<file path="src/rtl/kdts_pkg.sv">
// ----------------------------------------------------------------------------
// kdts_pkg - shared constants and types
// Table sizing, field widths and the command/status bundles between the
// controller and the datapath of the keyed dedup table.
// ----------------------------------------------------------------------------
package kdts_pkg;

  localparam int TABLE_DEPTH    = 64;
  localparam int KEY_BITS       = 64;
  localparam int MEAN_FRAC_BITS = 8;

  localparam int IDX_BITS  = (TABLE_DEPTH > 1) ? $clog2(TABLE_DEPTH) : 1;
  localparam int CNT_BITS  = $clog2(TABLE_DEPTH + 1);
  localparam int VAL_BITS  = 31;
  localparam int SUM_BITS  = VAL_BITS + CNT_BITS;
  localparam int DVD_BITS  = SUM_BITS + MEAN_FRAC_BITS;
  localparam int MEAN_BITS = 39;
  localparam int OCNT_BITS = 7;

  // controller -> datapath
  typedef struct packed {
    logic load;       // capture the incoming beat, restart the scan
    logic scan;       // walk the table one entry a cycle
    logic lookup;     // compare scanned keys against the held key
    logic update;     // write back hit or append, restart the scan
    logic acc;        // fold scanned values into sum/min/max
    logic div_start;  // launch the mean division
    logic clear;      // drop the table contents and the overflow flag
  } kdts_cmd_t;

  // datapath -> controller
  typedef struct packed {
    logic in_keep;    // incoming price is strictly positive
    logic in_last;    // incoming beat closes the set
    logic last;       // held beat closes the set
    logic scan_done;  // every entry read and consumed
    logic hit_now;    // scanned key matches the held key
    logic empty;      // table holds no entry
    logic div_done;   // quotient ready
  } kdts_sts_t;

endpackage

</file>
<file path="src/rtl/kdts_ctrl.sv">
// ----------------------------------------------------------------------------
// kdts_ctrl - sequencing state machine
// Steps each kept beat through lookup and write back, and a closing beat through statistics, divide and report.
// ----------------------------------------------------------------------------
module kdts_ctrl (
  input  logic                clk,
  input  logic                rst_n,
  input  logic                start,
  output logic                busy,
  output logic                out_valid,
  output kdts_pkg::kdts_cmd_t cmd,
  input  kdts_pkg::kdts_sts_t sts
);

  typedef enum logic [2:0] {
    ST_IDLE,
    ST_LOOKUP,
    ST_UPDATE,
    ST_STATS,
    ST_DIVIDE,
    ST_REPORT
  } state_t;

  state_t state_r, state_nxt;
  logic   busy_r;
  logic   out_valid_r;

  always_comb begin
    state_nxt = state_r;
    cmd       = '0;
    unique case (state_r)
      ST_IDLE: begin
        if (start) begin
          cmd.load = 1'b1;
          if (sts.in_keep)      state_nxt = ST_LOOKUP;
          else if (sts.in_last) state_nxt = ST_STATS;
        end
      end
      ST_LOOKUP: begin
        cmd.scan   = 1'b1;
        cmd.lookup = 1'b1;
        if (sts.hit_now || sts.scan_done) state_nxt = ST_UPDATE;
      end
      ST_UPDATE: begin
        cmd.update = 1'b1;
        state_nxt  = sts.last ? ST_STATS : ST_IDLE;
      end
      ST_STATS: begin
        cmd.scan = 1'b1;
        cmd.acc  = 1'b1;
        if (sts.scan_done) begin
          if (sts.empty) begin
            state_nxt = ST_REPORT;
          end else begin
            cmd.div_start = 1'b1;
            state_nxt     = ST_DIVIDE;
          end
        end
      end
      ST_DIVIDE: begin
        if (sts.div_done) state_nxt = ST_REPORT;
      end
      ST_REPORT: begin
        cmd.clear = 1'b1;
        state_nxt = ST_IDLE;
      end
      default: state_nxt = ST_IDLE;
    endcase
  end

  always_ff @(posedge clk) begin
    if (!rst_n) begin
      state_r     <= ST_IDLE;
      busy_r      <= 1'b0;
      out_valid_r <= 1'b0;
    end else begin
      state_r     <= state_nxt;
      busy_r      <= (state_nxt != ST_IDLE);
      out_valid_r <= (state_nxt == ST_REPORT);
    end
  end

  assign busy      = busy_r;
  assign out_valid = out_valid_r;

endmodule

</file>
<file path="config.mk">
export PLATFORM = sky130hd
export DESIGN_NAME = kdts_ctrl
export DESIGN_NICKNAME = d
export VERILOG_FILES = /design/src/rtl/kdts_pkg.sv /design/src/rtl/kdts_ctrl.sv
export SDC_FILE = /design/constraint.sdc
export NUM_CORES = 1
export LEC_CHECK = 0
export BUFFER_PORTS_ARGS = -buffer_cell sky130_fd_sc_hd__buf_2
export CORE_AREA = 2 2 39 41
export DETAILED_ROUTE_END_ITERATION = 8
export DIE_AREA = 0 0 41 43
export PLACE_DENSITY = 0.52
export SLEW_MARGIN = 20
export SYNTH_ARGS = -nofsm -noshare
export SYNTH_HDL_FRONTEND = slang
export SYNTH_SLANG_ARGS = --single-unit
</file>
<file path="constraint.sdc">
create_clock -name clk -period 3.36 [get_ports clk]
set_input_delay 1.008 -clock clk [delete_from_list [all_inputs] [get_ports clk]]
set_output_delay 1.008 -clock clk [all_outputs]
set_load 0.05 [all_outputs]
</file>
==> qor.csv <==
stage,metric,value,unit
setup_path,critical path depth,3,
setup_path,Crit Path Category,in2out,
timing,fmax,0.374,GHz
clock_network,clock-pin transition on the worst setup and hold timing paths,0.04,ns
setup_path,CP startpoint,start,
yosys,Cells after Synth,41,
die,die area,0.00176,mm²
clock_network,total setup buffers inserted after CTS,0,
setup_path,slowest CP cell,buf_2,
finish,diode count,0,
drt,drt drc,0,
setup_path,FF-to-FF Start,state_r[0],
timing,Setup Skew,0.00252,ns
die,Core ar.,0.00138,mm²
yosys,Synth area leader,dfxtp_1,
worst_hold_path,HP Start,state_r[1],
timing,Final Hold Vio Count,0,
power_and_ir_drop,PwrDens,453,mW/mm²
die,die span in x,41,µm
grt,first-pass GRT wire length,1.11,mm
drt,via count,363,
setup_path,Worst R2R Path Depth,3,
power_and_ir_drop,Pwr Total,208,µW
drt,antenna-violating nets left,0,
setup_path,crit-path max FO,3,
drt,Post-Route WL,784,µm
place,port bufs,18,
clock_network,CTS root buffer,clkbuf_4,
finish,Final nets,71,
setup_path,critical path's most frequent cell,buf_2,
setup_path,Crit path required time,2.35,ns
finish,fraction of layout cells with a size suffix above 1,0.450,
setup_path,"delay-heaviest family, CP",buffers and inverters,
timing,RSZ-0062 raised after global routing,no,
timing,Slew Limit Fails,0,
setup_path,FF-to-FF End,busy,
finish,Final Non-Filler Cells,76,
yosys,Seq cells post-synth,5,
setup_path,CP bufs+invs,2,
timing,worst slew pin tran,0.396,ns
power_and_ir_drop,maximum VDD drop,153,µV
yosys,ranking of synthesized cells by area,"dfxtp_1 (29%), a32oi_1 (7.6%), nor2b_1 (5.5%)",
yosys,Netlist cell types,23,
drt,drt initial violations,3,
power_and_ir_drop,static leakage,0.219,nW
place,global placer's final weighted congestion,0.640,
clock_network,H-tree depth,1,
setup_path,crit end category,output pin,
timing,Tmin final,2.68,ns
finish,Finished Core Util,0.332,
status,status,"finished, final reports clean",
yosys,top cell type's share of synthesized area,0.291,
grt,gr usage total,0.101,
setup_path,CP peak stage delay,0.33,ns
worst_hold_path,worst hold path endpoint,state_r[2],
grt,number of global-route vias before repair,294,
worst_hold_path,WHS Path Cells,3,
yosys,Netlist Area Pre-Place,344,µm²
yosys,post-synthesis sequential area ratio,0.291,
clock_network,cts bufs inserted,3,
die,starting density of the core,0.249,
place,HPWL after DPL,612,µm
drt,drt pass-1 iters,4,
clock_network,clock sink count,5,
yosys,Synth Warn #,0,
die,die height,43,µm
die,row cnt,14,
clock_network,worst skew pair latency,0.24,ns
clock_network,CTS tree,built,
setup_path,crit-path cells,buf_2 -> nor4b_2 -> buf_2,
die,IO Pins,19,
grt,largest net degree at the start of global routing,14,
clock_network,CTS max path bufs,2,
clock_network,cells resized by post-CTS repair,0,
flow_run,max_cap viols,0,
place,Inst Count DP,72,
setup_path,"reg-to-reg slack, setup",1.89,ns
setup_path,startpoint types,input pin,
yosys,average cell area after synthesis,8.39,µm²
worst_hold_path,Hold Crit Class,reg2reg,
clock_network,CTS hold repair buffers,0,
finish,Layout Area Growth over Synthesis,33.5,%
timing,smallest hold slack,0.719,ns
drt,routed len/inst,10.3,µm
grt,total congestion overflow,0,
timing,Final period util,0.796,
grt,initial antenna violation count,0,
timing,worst rel slew slack,0.736,
timing,final setup violation count,0,
setup_path,CP Data Arrival Time,1.67,ns
yosys,Synth Net Count,51,
timing,Setup TNS Final,0,ns
drt,DR vias/cell,4.78,
==> kinds of logic after synthesis <==
| family | Yosys count | share of synthesized area |
|---|---|---|
| DFF | 5 | 0.291 |
| AOI/OAI and AO/OA | 11 | 0.233 |
| and+or+nand+nor | 20 | 0.393 |
| buffers and inverters | 5 | 0.0836 |
==> synth_stat cells, drive strengths merged <==
| library cell | count |
|---|---|
| a32oi | 3 |
| nor2b | 3 |
| inv | 2 |
| a211oi | 1 |
| or2 | 3 |
| nor2 | 3 |
| nand2 | 2 |
| and3b | 1 |
| a21o | 1 |
| nand3b | 2 |
| nor3b | 1 |
| a21oi | 3 |
| dfxtp | 5 |
| nor4b | 1 |
| buf | 2 |
| and2b | 2 |
| or4b | 1 |
| and2 | 1 |
| clkbuf | 1 |
| a41oi | 1 |
| o21ai | 2 |
==> power by group <==
group | switching [mW] | internal (mW) | leakage [nW] | total (mW)
registers | 0.00748 | 0.0643 | 0.0409 | 0.0718
clock network | 0.0246 | 0.0449 | 0.0150 | 0.0695
logic | 0.0452 | 0.0218 | 0.163 | 0.0670
==> how the worst max path moves through the flow <==
| stage | to | slack [ns] |
|---|---|---|
| 5_1_grt | cmd[6] | 0.61 |
| 3_5_place_dp | cmd[6] | 0.68 |
| 4_1_cts | cmd[6] | 0.68 |
| 6_report | cmd[6] | 0.68 |
| 2_1_floorplan | cmd[1] | 0.32 |
| 3_3_place_gp | cmd[6] | 0.70 |
==> cell usage in the layout (no fill, tap or decap) <==
master,n
inv_1,2
o21ai_0,2
and2b_2,1
or2_2,3
and2b_1,1
and2_1,1
a211oi_2,1
or4b_1,1
a21oi_1,3
clkbuf_1,1
nand2_1,2
nand3b_1,2
a32oi_1,3
a21o_1,1
clkbuf_4,3
nor3b_1,1
buf_2,18
dfxtp_1,5
a41oi_1,1
nor2b_1,3
and3b_1,1
nor2_1,3
nor4b_2,1
==> per-stage QoR <==
| step | cell area, µm² | setup slack (ns) |
|---|---|---|
| floorplan | 344 | 0.317 |
| global placement | 433 | 0.705 |
| detailed placement | 433 | 0.683 |
| CTS | 459 | 0.683 |
| global route | 459 | 0.606 |
| finish | 459 | 0.684 |
==> cell type report <==
class,instances,area (µm²)
Sequential cell,5,100
Tap cell,16,20.0
Inverter,2,7.51
Clock buffer,4,26.3
Timing Repair Buffer,18,90.1
Fill cell,171,925
Multi-Input combinational cell,31,215
==> layer usage <==
metal / global-route usage / vias to the layer above / wire, µm
met2: 0.131 / 15 / 337
li1: - / 186 / -
met3: 0.0157 / 4 / 71
met4: 0.140 / 0 / 30
met1: 0.110 / 158 / 344
met5: 0 / - / 0
==> registers in the layout, summed over array words and instances (netlist names) <==
register,count
state_r,3
busy,1
out_valid,1
==> worst register-to-register path, cell delays in order (launching register included) <==
cell     delay, ns
dfxtp_1       0.40
or2_2         0.36
a32oi_1       0.39
a41oi_1       0.18
Power figures use the tool's default switching activity.
